`src/hw/rtl/drrt_pkg.sv`:
```
// Shared types, codes and defaults for the DMA region registration table.
package drrt_pkg;
	localparam int unsigned ENTRIES_DEF   = 16;
	localparam int unsigned ADDR_BITS_DEF = 48;
	localparam int unsigned LEN_BITS_DEF  = 40;
	localparam int unsigned OFS_BITS      = 40;
	localparam int unsigned ALIGN_BITS    = 5;
	localparam logic [ALIGN_BITS-1:0] ALIGN_RESET = 5'd12;
	localparam int unsigned QUEUE_DEPTH   = 2;

	typedef enum logic [1:0] {
		FUNC_REGISTER   = 2'd0,
		FUNC_UNREGISTER = 2'd1,
		FUNC_CHECK      = 2'd2,
		FUNC_UNKNOWN    = 2'd3
	} func_t;

	typedef enum logic [2:0] {
		ST_OK        = 3'd0,
		ST_INVALID   = 3'd1,
		ST_OVERLAP   = 3'd2,
		ST_NOT_FOUND = 3'd3,
		ST_FULL      = 3'd4
	} status_t;

	// Classified operation handed from front to back.
	typedef enum logic [1:0] {
		OP_DONE   = 2'd0,   // answer already known, no scan
		OP_ADD    = 2'd1,
		OP_REMOVE = 2'd2,
		OP_CHECK  = 2'd3
	} op_t;

	typedef enum logic [1:0] {
		BK_IDLE = 2'd0,
		BK_SCAN = 2'd1,
		BK_DONE = 2'd2
	} bk_state_t;
endpackage

```
`src/hw/rtl/drrt_front.sv`:
```
// Front end: accept a transaction, screen arguments, queue the classified operation.
module drrt_front #(
	parameter int unsigned ADDR_BITS = drrt_pkg::ADDR_BITS_DEF,
	parameter int unsigned LEN_BITS  = drrt_pkg::LEN_BITS_DEF
) (
	input  logic                            clk,
	input  logic                            arst_n,
	input  logic                            in_valid,
	output logic                            in_ready,
	input  logic [1:0]                      func,
	input  logic [ADDR_BITS-1:0]            address,
	input  logic [LEN_BITS-1:0]             length,
	input  logic signed [drrt_pkg::OFS_BITS-1:0] byte_offset,
	input  logic [drrt_pkg::ALIGN_BITS-1:0] align_log2,
	output logic                            q_valid,
	input  logic                            q_ready,
	output drrt_pkg::op_t                   q_op,
	output drrt_pkg::status_t               q_status,
	output logic [ADDR_BITS-1:0]            q_addr,
	output logic [LEN_BITS-1:0]             q_len
);
	localparam int unsigned QD = drrt_pkg::QUEUE_DEPTH;

	drrt_pkg::op_t     op_c;
	drrt_pkg::status_t st_c;
	logic [63:0]       amask;
	logic              aligned;

	drrt_pkg::op_t     op_q   [QD];
	drrt_pkg::status_t st_q   [QD];
	logic [ADDR_BITS-1:0] addr_q [QD];
	logic [LEN_BITS-1:0]  len_q  [QD];
	logic              wp_q, rp_q;
	logic [1:0]        cnt_q;

	always_comb begin
		amask   = (64'd1 << align_log2) - 64'd1;
		aligned = ((64'(address) & amask) == 64'd0) && ((64'(length) & amask) == 64'd0)
			&& ((64'($unsigned(byte_offset)) & amask) == 64'd0);
		op_c = drrt_pkg::OP_DONE;
		st_c = drrt_pkg::ST_OK;
		unique case (drrt_pkg::func_t'(func))
			drrt_pkg::FUNC_REGISTER: begin
				if (address == '0 || length == '0) st_c = drrt_pkg::ST_INVALID;
				else op_c = drrt_pkg::OP_ADD;
			end
			drrt_pkg::FUNC_UNREGISTER: begin
				if (address == '0) st_c = drrt_pkg::ST_INVALID;
				else op_c = drrt_pkg::OP_REMOVE;
			end
			drrt_pkg::FUNC_CHECK: begin
				if (address != '0 && !byte_offset[drrt_pkg::OFS_BITS-1] && aligned)
					op_c = drrt_pkg::OP_CHECK;
			end
			default: st_c = drrt_pkg::ST_INVALID;
		endcase
	end

	assign in_ready = (cnt_q != 2'(QD));
	assign q_valid  = (cnt_q != 2'd0);
	assign q_op     = op_q[rp_q];
	assign q_status = st_q[rp_q];
	assign q_addr   = addr_q[rp_q];
	assign q_len    = len_q[rp_q];

	always_ff @(posedge clk) begin
		if (in_valid && in_ready) begin
			op_q[wp_q]   <= op_c;
			st_q[wp_q]   <= st_c;
			addr_q[wp_q] <= address;
			len_q[wp_q]  <= length;
		end
	end

	always_ff @(posedge clk or negedge arst_n) begin
		if (!arst_n) begin
			wp_q  <= 1'b0;
			rp_q  <= 1'b0;
			cnt_q <= 2'd0;
		end else begin
			if (in_valid && in_ready) wp_q <= ~wp_q;
			if (q_valid && q_ready) rp_q <= ~rp_q;
			cnt_q <= cnt_q + 2'(in_valid && in_ready) - 2'(q_valid && q_ready);
		end
	end
endmodule

```
`src/hw/rtl/drrt_back.sv`:
```
// Back end: scan the region table one entry a cycle and produce the result.
module drrt_back #(
	parameter int unsigned ENTRIES   = drrt_pkg::ENTRIES_DEF,
	parameter int unsigned ADDR_BITS = drrt_pkg::ADDR_BITS_DEF,
	parameter int unsigned LEN_BITS  = drrt_pkg::LEN_BITS_DEF
) (
	input  logic                 clk,
	input  logic                 arst_n,
	input  logic                 q_valid,
	output logic                 q_ready,
	input  drrt_pkg::op_t        q_op,
	input  drrt_pkg::status_t    q_status,
	input  logic [ADDR_BITS-1:0] q_addr,
	input  logic [LEN_BITS-1:0]  q_len,
	output logic                 out_valid,
	input  logic                 out_ready,
	output logic [2:0]           status,
	output logic                 granted
);
	localparam int unsigned IW = (ENTRIES > 1) ? $clog2(ENTRIES) : 1;
	localparam int unsigned CW = $clog2(ENTRIES + 1);
	localparam int unsigned W  = ((ADDR_BITS > LEN_BITS) ? ADDR_BITS : LEN_BITS) + 1;

	drrt_pkg::bk_state_t state_q, state_d;
	logic [ENTRIES-1:0]   valid_q;
	logic [ADDR_BITS-1:0] base_q [ENTRIES];
	logic [LEN_BITS-1:0]  rlen_q [ENTRIES];
	logic [CW-1:0]        idx_q;
	logic [IW-1:0]        idx;
	drrt_pkg::op_t        op_q;
	logic [ADDR_BITS-1:0] addr_q;
	logic [LEN_BITS-1:0]  len_q;
	logic                 hit_q, free_found_q;
	logic [IW-1:0]        free_q;
	logic [2:0]           status_q;
	logic                 granted_q;
	logic                 out_valid_q;

	logic [W-1:0] a_end, b_end, a_w, b_w;
	logic         ev, ovl, contained, match, last;

	assign idx  = idx_q[IW-1:0];
	assign a_w  = W'(addr_q);
	assign b_w  = W'(base_q[idx]);
	assign a_end = a_w + W'(len_q);
	assign b_end = b_w + W'(rlen_q[idx]);
	assign ev    = valid_q[idx];
	assign ovl    = ev && (a_w < b_end) && (b_w < a_end);
	assign contained = ev && (a_w >= b_w) && (a_end <= b_end);
	assign match  = ev && (base_q[idx] == addr_q);
	assign last   = (idx_q == CW'(ENTRIES - 1));

	assign q_ready   = (state_q == drrt_pkg::BK_IDLE) && !out_valid_q;
	assign out_valid = out_valid_q;
	assign status    = status_q;
	assign granted   = granted_q;

	always_comb begin
		state_d = state_q;
		unique case (state_q)
			drrt_pkg::BK_IDLE:
				if (q_valid && q_ready)
					state_d = (q_op == drrt_pkg::OP_DONE) ? drrt_pkg::BK_IDLE
						: drrt_pkg::BK_SCAN;
			drrt_pkg::BK_SCAN:
				if (last || (op_q == drrt_pkg::OP_REMOVE && match)
					|| (op_q == drrt_pkg::OP_CHECK && contained))
					state_d = drrt_pkg::BK_DONE;
			drrt_pkg::BK_DONE: state_d = drrt_pkg::BK_IDLE;
			default: state_d = drrt_pkg::BK_IDLE;
		endcase
	end

	always_ff @(posedge clk) begin
		if (q_valid && q_ready) begin
			op_q   <= q_op;
			addr_q <= q_addr;
			len_q  <= q_len;
		end
		if (state_q == drrt_pkg::BK_DONE && op_q == drrt_pkg::OP_ADD
			&& !hit_q && free_found_q) begin
			base_q[free_q] <= addr_q;
			rlen_q[free_q] <= len_q;
		end
	end

	always_ff @(posedge clk or negedge arst_n) begin
		if (!arst_n) begin
			state_q      <= drrt_pkg::BK_IDLE;
			valid_q      <= '0;
			idx_q        <= '0;
			hit_q        <= 1'b0;
			free_found_q <= 1'b0;
			free_q       <= '0;
			status_q     <= 3'(drrt_pkg::ST_OK);
			granted_q    <= 1'b0;
			out_valid_q  <= 1'b0;
		end else begin
			state_q <= state_d;
			if (out_valid_q && out_ready) out_valid_q <= 1'b0;
			unique case (state_q)
				drrt_pkg::BK_IDLE: begin
					idx_q        <= '0;
					hit_q        <= 1'b0;
					free_found_q <= 1'b0;
					if (q_valid && q_ready && q_op == drrt_pkg::OP_DONE) begin
						status_q    <= 3'(q_status);
						granted_q   <= 1'b0;
						out_valid_q <= 1'b1;
					end
				end
				drrt_pkg::BK_SCAN: begin
					idx_q <= idx_q + CW'(1);
					case (op_q)
						drrt_pkg::OP_ADD: begin
							if (ovl) hit_q <= 1'b1;
							if (!ev && !free_found_q) begin
								free_found_q <= 1'b1;
								free_q       <= idx;
							end
						end
						drrt_pkg::OP_REMOVE:
							if (match) begin
								hit_q        <= 1'b1;
								valid_q[idx] <= 1'b0;
							end
						default: if (contained) hit_q <= 1'b1;
					endcase
				end
				drrt_pkg::BK_DONE: begin
					out_valid_q <= 1'b1;
					granted_q   <= 1'b0;
					case (op_q)
						drrt_pkg::OP_ADD: begin
							if (hit_q) status_q <= 3'(drrt_pkg::ST_OVERLAP);
							else if (!free_found_q) status_q <= 3'(drrt_pkg::ST_FULL);
							else begin
								status_q        <= 3'(drrt_pkg::ST_OK);
								valid_q[free_q] <= 1'b1;
							end
						end
						drrt_pkg::OP_REMOVE:
							status_q <= hit_q ? 3'(drrt_pkg::ST_OK)
								: 3'(drrt_pkg::ST_NOT_FOUND);
						default: begin
							status_q  <= 3'(drrt_pkg::ST_OK);
							granted_q <= hit_q;
						end
					endcase
				end
				default: ;
			endcase
		end
	end
endmodule

```
`src/hw/rtl/dma_region_registration_table_top.sv`:
```
// Top level of the DMA region registration table.
// Usage:
//   Input channel in_valid/in_ready carries one transaction: func (0 register,
//   1 unregister, 2 check), address, length and byte_offset. Output channel
//   out_valid/out_ready returns one transaction per input: status and granted.
//   cfg_we/cfg_wdata write align_log2 (reset value 12); write it only when idle.
// Operation:
//   The front end screens arguments in the accept cycle and queues up to two
//   transactions. The back end walks the table one entry a cycle, so a
//   register walks every entry, while unregister and check stop early on a
//   hit; a transaction rejected by screening skips the walk. The back end
//   takes no new item until the last result has been taken.
// Reset:
//   arst_n clears all entry valid bits, the queue and the output register;
//   region bases and lengths are only read behind a valid bit.
// Stall:
//   A held result stops the back end; the queue keeps accepting until full,
//   then in_ready drops.
module dma_region_registration_table_top #(
	parameter int unsigned ENTRIES   = drrt_pkg::ENTRIES_DEF,
	parameter int unsigned ADDR_BITS = drrt_pkg::ADDR_BITS_DEF,
	parameter int unsigned LEN_BITS  = drrt_pkg::LEN_BITS_DEF
) (
	input  logic                  clk,
	input  logic                  arst_n,
	input  logic                  in_valid,
	output logic                  in_ready,
	input  logic [1:0]            func,
	input  logic [ADDR_BITS-1:0]  address,
	input  logic [LEN_BITS-1:0]   length,
	input  logic signed [drrt_pkg::OFS_BITS-1:0] byte_offset,
	output logic                  out_valid,
	input  logic                  out_ready,
	output logic [2:0]            status,
	output logic                  granted,
	input  logic                  cfg_we,
	input  logic [drrt_pkg::ALIGN_BITS-1:0] cfg_wdata
);
	logic [drrt_pkg::ALIGN_BITS-1:0] align_q;
	logic                 q_valid, q_ready;
	drrt_pkg::op_t        q_op;
	drrt_pkg::status_t    q_status;
	logic [ADDR_BITS-1:0] q_addr;
	logic [LEN_BITS-1:0]  q_len;

	// Alignment register: taken as written, no range clamp.
	always_ff @(posedge clk or negedge arst_n) begin
		if (!arst_n) align_q <= drrt_pkg::ALIGN_RESET;
		else if (cfg_we) align_q <= cfg_wdata;
	end

	drrt_front #(.ADDR_BITS(ADDR_BITS), .LEN_BITS(LEN_BITS)) u_front (
		.clk, .arst_n, .in_valid, .in_ready, .func, .address, .length, .byte_offset,
		.align_log2(align_q), .q_valid, .q_ready, .q_op, .q_status, .q_addr, .q_len
	);

	drrt_back #(.ENTRIES(ENTRIES), .ADDR_BITS(ADDR_BITS), .LEN_BITS(LEN_BITS)) u_back (
		.clk, .arst_n, .q_valid, .q_ready, .q_op, .q_status, .q_addr, .q_len,
		.out_valid, .out_ready, .status, .granted
	);

	// Grant only ever accompanies an ok status.
	a_grant_ok: assert property (@(posedge clk) disable iff (!arst_n)
		out_valid && granted |-> status == 3'(drrt_pkg::ST_OK))
		else $error("grant with error status");
	// Status stays within the defined codes.
	a_status_range: assert property (@(posedge clk) disable iff (!arst_n)
		out_valid |-> status <= 3'(drrt_pkg::ST_FULL))
		else $error("undefined status code");
	// A queued transaction is not dropped while the back end is busy.
	a_queue_hold: assert property (@(posedge clk) disable iff (!arst_n)
		q_valid && !q_ready |=> q_valid)
		else $error("queued transaction lost");
endmodule
```
`config.mk`:
```
export PLATFORM = sky130hd
export DESIGN_NAME = dma_region_registration_table_top
export DESIGN_NICKNAME = d
export VERILOG_FILES = /design/src/hw/rtl/drrt_pkg.sv /design/src/hw/rtl/drrt_front.sv /design/src/hw/rtl/drrt_back.sv /design/src/hw/rtl/dma_region_registration_table_top.sv
export SDC_FILE = /design/constraint.sdc
export NUM_CORES = 2
export LEC_CHECK = 0
export BUFFER_PORTS_ARGS = -buffer_cell sky130_fd_sc_hd__buf_2
export CAP_MARGIN = 5
export CORE_UTILIZATION = 60
export CTS_BUF_LIST = sky130_fd_sc_hd__clkbuf_4
export DETAILED_ROUTE_END_ITERATION = 7
export GPL_ROUTABILITY_DRIVEN = 1
export PLACE_DENSITY = 0.89
export SLEW_MARGIN = 10
export SYNTH_ARGS = -nofsm -noshare
export SYNTH_HDL_FRONTEND = slang
export SYNTH_SLANG_ARGS = --single-unit
```
`constraint.sdc`:
```
create_clock -name clk -period 11.8 [get_ports clk]
set_clock_uncertainty 0.2 [all_clocks]
set_input_delay 1.77 -clock clk [delete_from_list [all_inputs] [get_ports clk]]
set_output_delay 1.77 -clock clk [all_outputs]
set_load 0.01 [all_outputs]
```
* Word level (Yosys, flattened, before mapping) *
Memory sizes are Yosys's and may differ from the RTL's. A register that Yosys moved wholly into a read port is not among the register bits.
Cells that the tools add are included.

word-level totals
  memories kept = 6
  flip-flop bits (word level) = 45
  logic and storage cells = 164
  bits of input ports = 140
  output and inout port bits = 6
  RAM bits = 1594

cells by class
  eq/ne operators = 23
  shift-type cells = 1
  add/sub/neg operators = 6
  bitwise gates (word level) = 8
  order comparisons = 8
  multiplexer cells = 48
  reductions and logical operators = 50

memory list
  memory          depth  width  rd ports  clocked after memory_dff  write ports  RTL line          RTL
  u_back.base_q   16     48     1         0                         1            drrt_back.sv:26   logic [ADDR_BITS-1:0] base_q [ENTRIES];
  u_back.rlen_q   16     40     1         0                         1            drrt_back.sv:27   logic [LEN_BITS-1:0] rlen_q [ENTRIES];
  u_front.addr_q  2      48     1         1                         1            drrt_front.sv:31  logic [ADDR_BITS-1:0] addr_q [QD];
  u_front.len_q   2      40     1         1                         1            drrt_front.sv:32  logic [LEN_BITS-1:0] len_q [QD];
  u_front.st_q    2      3      1         0                         1            drrt_front.sv:30  drrt_pkg::status_t st_q [QD];
  u_front.op_q    2      2      1         0                         1            drrt_front.sv:29  drrt_pkg::op_t op_q [QD];

operator list
  kind                                                    number
  zero test 64 bit                                        3
  AND 40 x 64 -> 64 bit                                   2
  adder 48 x 40 -> 49 bit                                 2
  < comparator 48 x 49 -> 1 bit                           2
  2-to-1 mux 16 bit                                       5
  AND 48 x 64 -> 64 bit                                   1
  << shifter 1 x 5 -> 64 bit (first input constant)       1
  subtractor 64 x 1 -> 64 bit (second input constant)     1
  less-or-equal comparator 49 bit                         1
  == test 48 bit                                          1
  >= comparator 48 bit                                    1
  zero test 48 bit                                        1
  nonzero test 48 bit                                     1
  zero test 40 bit                                        1
  case mux 16 bit (2 select lines)                        1
  logical AND 1 bit                                       22
  2-to-1 mux 1 bit                                        20
  AND 16 bit                                              1
  inverter 16 bit                                         1
  OR 16 bit                                               1
  inequality test 2 x 1 -> 1 bit (second input constant)  6
  case mux 3 bit (2 select lines)                         2
  < comparator 4 x 5 -> 1 bit (second input constant)     2
  2-to-1 mux 2 bit                                        5
  28 further kinds                                        60

* Longest topological paths before layout *
  depth after elaboration = 9
  depth in mapped cells = 33
  depth with buffers taken out = 27

* Cells and area by module *
From an unflattened synthesis, not the netlist that was laid out.

second synthesis, totals
  cell total of the unflattened synthesis = 4059
  area total of the unflattened synthesis = 74791.7 µm²

modules (own cells, without submodules)
  module                             sequential area each (µm²)  instances  cells an instance  area an instance (µm²)
  drrt_back                          45834.0                     1          3522               66461.2
  drrt_front                         5565.3                      1          527                8146.6
  dma_region_registration_table_top  127.6                       1          10                 183.9

* Worst setup path before layout *
Ideal clock, no wire load.

  kind = register -> register
  from = register u_back.state_q[1]
  to = register u_back.granted_q (netlist: u_back.granted)
  period minus slack after synthesis = 9023 ps
  setup slack = 2777 ps
  setup time = 131 ps
  stages on the path, launching flop included = 6
  arrival = 8693 ps
  required time = 11469 ps
  buffers on the path = 1
  path through = dfrtp_1 > clkbuf_1 > or2_2 > nor3_1 > a21oi_1 > a32o_1

between the ends
  longest elaborated chain between the ends = 6
  elaborated cells between the ends (all ways) = 9
  those cells by class = eq/ne (2); mux (1); reduce/logical (6)

RTL lines
  element                          RTL line                           RTL
  start: declaration               drrt_back.sv:24                    drrt_pkg::bk_state_t state_q, state_d;
  start signal: assignment         drrt_back.sv:89                    state_q <= drrt_pkg::BK_IDLE;
  start signal: assignment         drrt_back.sv:99                    state_q <= state_d;
  zero test 2 bit                  drrt_back.sv:53, drrt_back.sv:101
  logical AND 1 bit                drrt_back.sv:53                    assign q_ready = (state_q == drrt_pkg::BK_IDLE) && !out_valid_q;
  logical AND 1 bit (2 in a row)   drrt_back.sv:106                   if (q_valid && q_ready && q_op == drrt_pkg::OP_DONE) begin
  inequality test 2 bit (no line)  -
  AND reduction 2 bit (no line)    -
  end signal: assignment           drrt_back.sv:147                   granted_q <= hit_q;
  end: declaration                 drrt_back.sv:36                    logic granted_q;

Parallel ways exist; a longest one is shown, timed or not.
A chain may end at the register's enable or synchronous reset.

* Worst setup path after layout *
  from = register u_back.idx_q[0]
  to = register u_back.state_q[1]

between the ends
  longest elaborated chain between the ends = 8
  elaborated cells between the ends (all ways) = 18
  those cells by class = add/sub (1); order compare (2); eq/ne (3); mux (2); reduce/logical (8); memory (2)

RTL lines
  element                                                  RTL line                          RTL
  start: declaration                                       drrt_back.sv:28                   logic [CW-1:0] idx_q;
  start signal: assignment                                 drrt_back.sv:113                  idx_q <= idx_q + CW'(1);
  memory (16 x 48 bit) (tied with other cells)             -
  adder 48 x 40 -> 49 bit (tied with other cells)          drrt_back.sv:46                   assign b_end = b_w + W'(rlen_q[idx]);
  less-or-equal comparator 49 bit (tied with other cells)  drrt_back.sv:49                   assign contained = ev && (a_w >= b_w) && (a_end <= b_end);
  logical AND 1 bit (on tied branches)                     drrt_back.sv:49, drrt_back.sv:66
  logical AND 1 bit or logical OR 1 bit (tied branches)    drrt_back.sv:67, drrt_back.sv:66
  logical OR 1 bit *                                       drrt_back.sv:67                   || (op_q == drrt_pkg::OP_CHECK && contained))
  inequality test 2 x 1 -> 1 bit (no line) *               -
  AND reduction 2 bit (no line) *                          -

Every way passes the cells marked *; elsewhere a longest branch is shown, timed or not. The select of a mux whose other input is x is not followed.

==> metrics.md <==
| Metric | Value |
|---|---|
| H-tree Lvls | `5` |
| Post-CTS sizing | `0` |
| Max VDD drop | `0.272 mV` |
| Crit. path cell count | `24` |
| Post-Synth Simple-Gate Area | `3.45%` |
| Hold Path Depth | `1` |
| Mapped Nets | `4,346` |
| Number of flops mapped to enable cells by yosys | `1,680` |
| Leakage power | `28.1 nW` |
| Total number of vias | `42,758` |
| Cells after Synth | `3,926` |
| Final hold violations | `0` |
| Clock slew at reported path FFs | `0.07 ns` |
| Fin crit share | `75.3%` |
| First-pass DRT Iterations | `6` |
| Synth area leader | `edfxtp_1` |
| Site row count | `128` |
| CTS max path bufs | `4` |
| Synth Area per Inst | `18.9 µm²` |
| Startpoint types | `flip-flop` |
| CTS tree | `built` |
| Initial Util | `60.7%` |
| Main combinational cell family by area after synthesis | `multiplexers` |
| First DRT Iteration DRCs | `5,770` |
| Routability cong. | `0.960` |
| Worst Path Max Fanout | `65` |
| CP max stage delay | `1.09 ns` |
| Setup-failing EPs final | `0` |
| Skew-Pair Late Insertion Delay | `1.34 ns` |
| Worst Setup Path Type | `reg -> reg` |
| Final ANT Viol Nets | `0` |
| Top-area cell type share of the netlist area | `68.2%` |
| Die Y-Extent | `353 µm` |
| Synth Area in Compound Gates | `4.43%` |
| # hold bufs at CTS | `0` |
| Crit. End Element | `flip-flop` |
| Hold Path Class | `reg -> reg` |
| Synth top area cells | `edfxtp_1 (68%), mux4_2 (14%), ha_1 (4.7%)` |
| Max Slew Vio Count | `0` |
| Clk sinks | `1,723` |
| Full die area | `125,000 µm²` |
| WL final | `191,000 µm` |
| Worst Reg2Reg Path Length in Cells | `24` |
| DRC | `0` |
| Fmax | `113 MHz` |
| Vias in the first global route | `43,808` |
| Initial antenna violation count | `7` |
| Largest net degree at the start of global routing | `120` |
| Dpl hpwl | `112,000 µm` |
| Routed len/inst | `30.1 µm` |
| Via/cell ratio | `6.75` |
| Ports | `146` |
| Ys flop type | `edfxtp_1` |
| Post-synthesis adder-cell area fraction | `4.78%` |
| Final Hold Slack | `0.299 ns` |
| IO buf count | `141` |
| Slew @ Worst Pin | `1.16 ns` |
| Run status | `finished clean` |
| Post-synthesis async set-or-reset flop share | `2.50%` |
| Global-route wire length before repair | `275,000 µm` |
| Tot GR Track Use | `30.4%` |
| Post-synthesis mux area share | `15.1%` |
| Post-CTS setup buffers | `0` |
| Synth unique cells | `81` |
| Core Region | `122,000 µm²` |
| Overflow after GRT | `0` |
| Post-Route Setup TNS | `0 ns` |
| Chip width | `353 µm` |
| Min Clock Period, post-route | `8.88 ns` |
| Worst Path Arrival | `9.81 ns` |
| Share of cells above drive strength 1 | `29.5%` |
| Synth Area in XOR/XNOR | `1.19%` |
| PD cells | `271 nW/µm²` |
| Cell class contributing the biggest share of worst-path delay | `compound AO/OA/AOI/OAI gates` |
| Required time of the critical path | `12.73 ns` |
| Syn-to-layout area delta | `10.6%` |
| Mapped Area | `74,000 µm²` |
| RSZ-0062 raised after global routing | `false` |
| Slew Limit Headroom | `21.5%` |
| Register bit total from synthesis | `1,723` |
| Max cap viols | `0` |
| Synth warnings | `0` |
| Root Buffer | `clkbuf_4` |
| Nets | `4,815` |
| CTS Buf Count | `408` |
| Crit-path cells | `buf_12 -> mux4_2 -> mux4_2 -> ha_1 -> nand3_1 -> o41ai_1 -> o21ai_0 -> a21oi_1 -> o21ai_1 -> a21boi_1 -> a21oi_1 -> nor4_1 -> xnor2_1 -> ha_1 -> nand4_1 -> nor2_1 -> nand3_1 -> inv_1 -> nand2_1 -> o22ai_1 -> o221ai_1 -> a21bo_2 -> a221o_1 -> and2_1` |
| Register area share after synthesis | `69.6%` |
| Buf+Inv Stages, Crit Path | `2` |
| Slowest CP cell | `o41ai_1` |
-- logic make-up (layout without fill, tap and decap cells) --
logic type / after synthesis / count (layout)
other cells: 0 / 5
fa+ha+maj: 282 / 282
compound gates: 508 / 508
mux: 547 / 547
buf+inv: 272 / 1046
flops: 1723 / 1723
simple gates: 495 / 495
xor+xnor: 99 / 99
-- cell usage after synthesis (6+ instances only) --
| cell type | count |
|---|---|
| ha_1 | 278 |
| buf_1 | 7 |
| clkbuf_1 | 95 |
| o211ai_1 | 10 |
| a21oi_1 | 149 |
| nand2b_1 | 31 |
| a21o_1 | 83 |
| mux2_2 | 100 |
| nor4_1 | 33 |
| o31ai_1 | 13 |
| nand4_1 | 48 |
| a221oi_1 | 6 |
| dfrtp_1 | 41 |
| buf_2 | 35 |
| nor2b_1 | 25 |
| nand3_1 | 57 |
| or3_1 | 9 |
| o21bai_1 | 17 |
| mux4_2 | 444 |
| o21a_1 | 8 |
| and4_1 | 7 |
| or4_1 | 7 |
| inv_1 | 130 |
| and3_1 | 14 |
| or2_2 | 9 |
| edfxtp_1 | 1680 |
| xor2_1 | 47 |
| and2_1 | 7 |
| o21ai_0 | 109 |
| xnor2_1 | 51 |
| nor2_1 | 90 |
| nand2_1 | 105 |
| a211oi_1 | 18 |
| o221ai_1 | 9 |
| nor3_1 | 39 |
| a31oi_1 | 13 |
-- sequential cells by signal, summed over array words and instances (netlist names), 2 cells and up --
register and flops:
u_back.base_q 768, u_back.rlen_q 640, u_front.addr_q 96, u_front.len_q 80
u_back.addr_q 48, u_back.len_q 40, u_back.valid_q 16, align_q 5
u_back.idx_q 5, u_back.free_q 4, u_front.op_q 4, u_back.status 3
u_back.op_q 2, u_back.state_q 2, u_front.cnt_q 2, u_front.st_q 2
-- area by class of cell --
cell class / instances / area [µm²]
fill: 7456 / 40200
clock buffer: 555 / 4170
inverter: 130 / 488
tap: 1625 / 2030
sequential: 1723 / 51500
antenna: 5 / 12.5
multi-input combinational: 1931 / 21500
timing repair buffer: 201 / 1230
clock inverter: 160 / 812
-- layer usage --
| layer | wire length (µm) | up-vias | track usage [%] |
|---|---|---|---|
| met2 | 92700 | 3520 | 49.1 |
| met4 | 8740 | 4 | 14.5 |
| met5 | 25 | - | 0 |
| li1 | - | 17437 | - |
| met1 | 65200 | 21218 | 39.4 |
| met3 | 23800 | 579 | 7.22 |
-- final timing paths --
kind,startpoint,endpoint,slack (ns)
hold reg to reg,u_front.len_q[0][12],u_back.len_q[12],0.30
min in group asynchronous,arst_n,align_q[0],0.44
setup / recovery,u_back.idx_q[0],u_back.state_q[1],2.92
max in group asynchronous,arst_n,u_back.idx_q[2],10.34
hold / removal,u_front.len_q[0][12],u_back.len_q[12],0.30
setup reg to reg,u_back.idx_q[0],u_back.state_q[1],2.92
-- placed cells by master (no fill, tap or decap), types with 54 or more instances in the layout --
cell type     n
edfxtp_1   1680
o21ai_0     109
nor2_1       77
buf_2       141
clkbuf_4    555
mux4_2      444
buf_4        54
mux2_2      100
nand2_1     105
inv_1       130
clkinv_1    120
ha_1        278
a21o_1       83
nand3_1      57
a21oi_1     149
-- where the power goes --
| part | leakage (nW) | internal (W) | switching (W) |
|---|---|---|---|
| clock | 2.95 | 0.00232 | 0.00233 |
| combinational | 9.47 | 0.00440 | 0.00580 |
| sequential | 15.7 | 0.00705 | 0.000320 |
| total | 28.1 | 0.0138 | 0.00845 |
-- stage by stage --
| stage | power [W] | setup WS (ns) | util (%) | cells | instance area, µm² |
|---|---|---|---|---|---|
| floorplan | 0.0148 | 2.78 | - | 3926 | 74000 |
| global placement | 0.0172 | 3.34 | 63.0 | 5610 | 76800 |
| detailed placement | 0.0175 | 3.25 | 63.0 | 5610 | 76800 |
| CTS | 0.0221 | 3.16 | 67.0 | 6325 | 81800 |
| global route | 0.0235 | 2.57 | 67.1 | 6330 | 81800 |
| finish | 0.0222 | 2.92 | 67.1 | 6330 | 81800 |
Note: power is estimated with default switching activity, not from simulation.
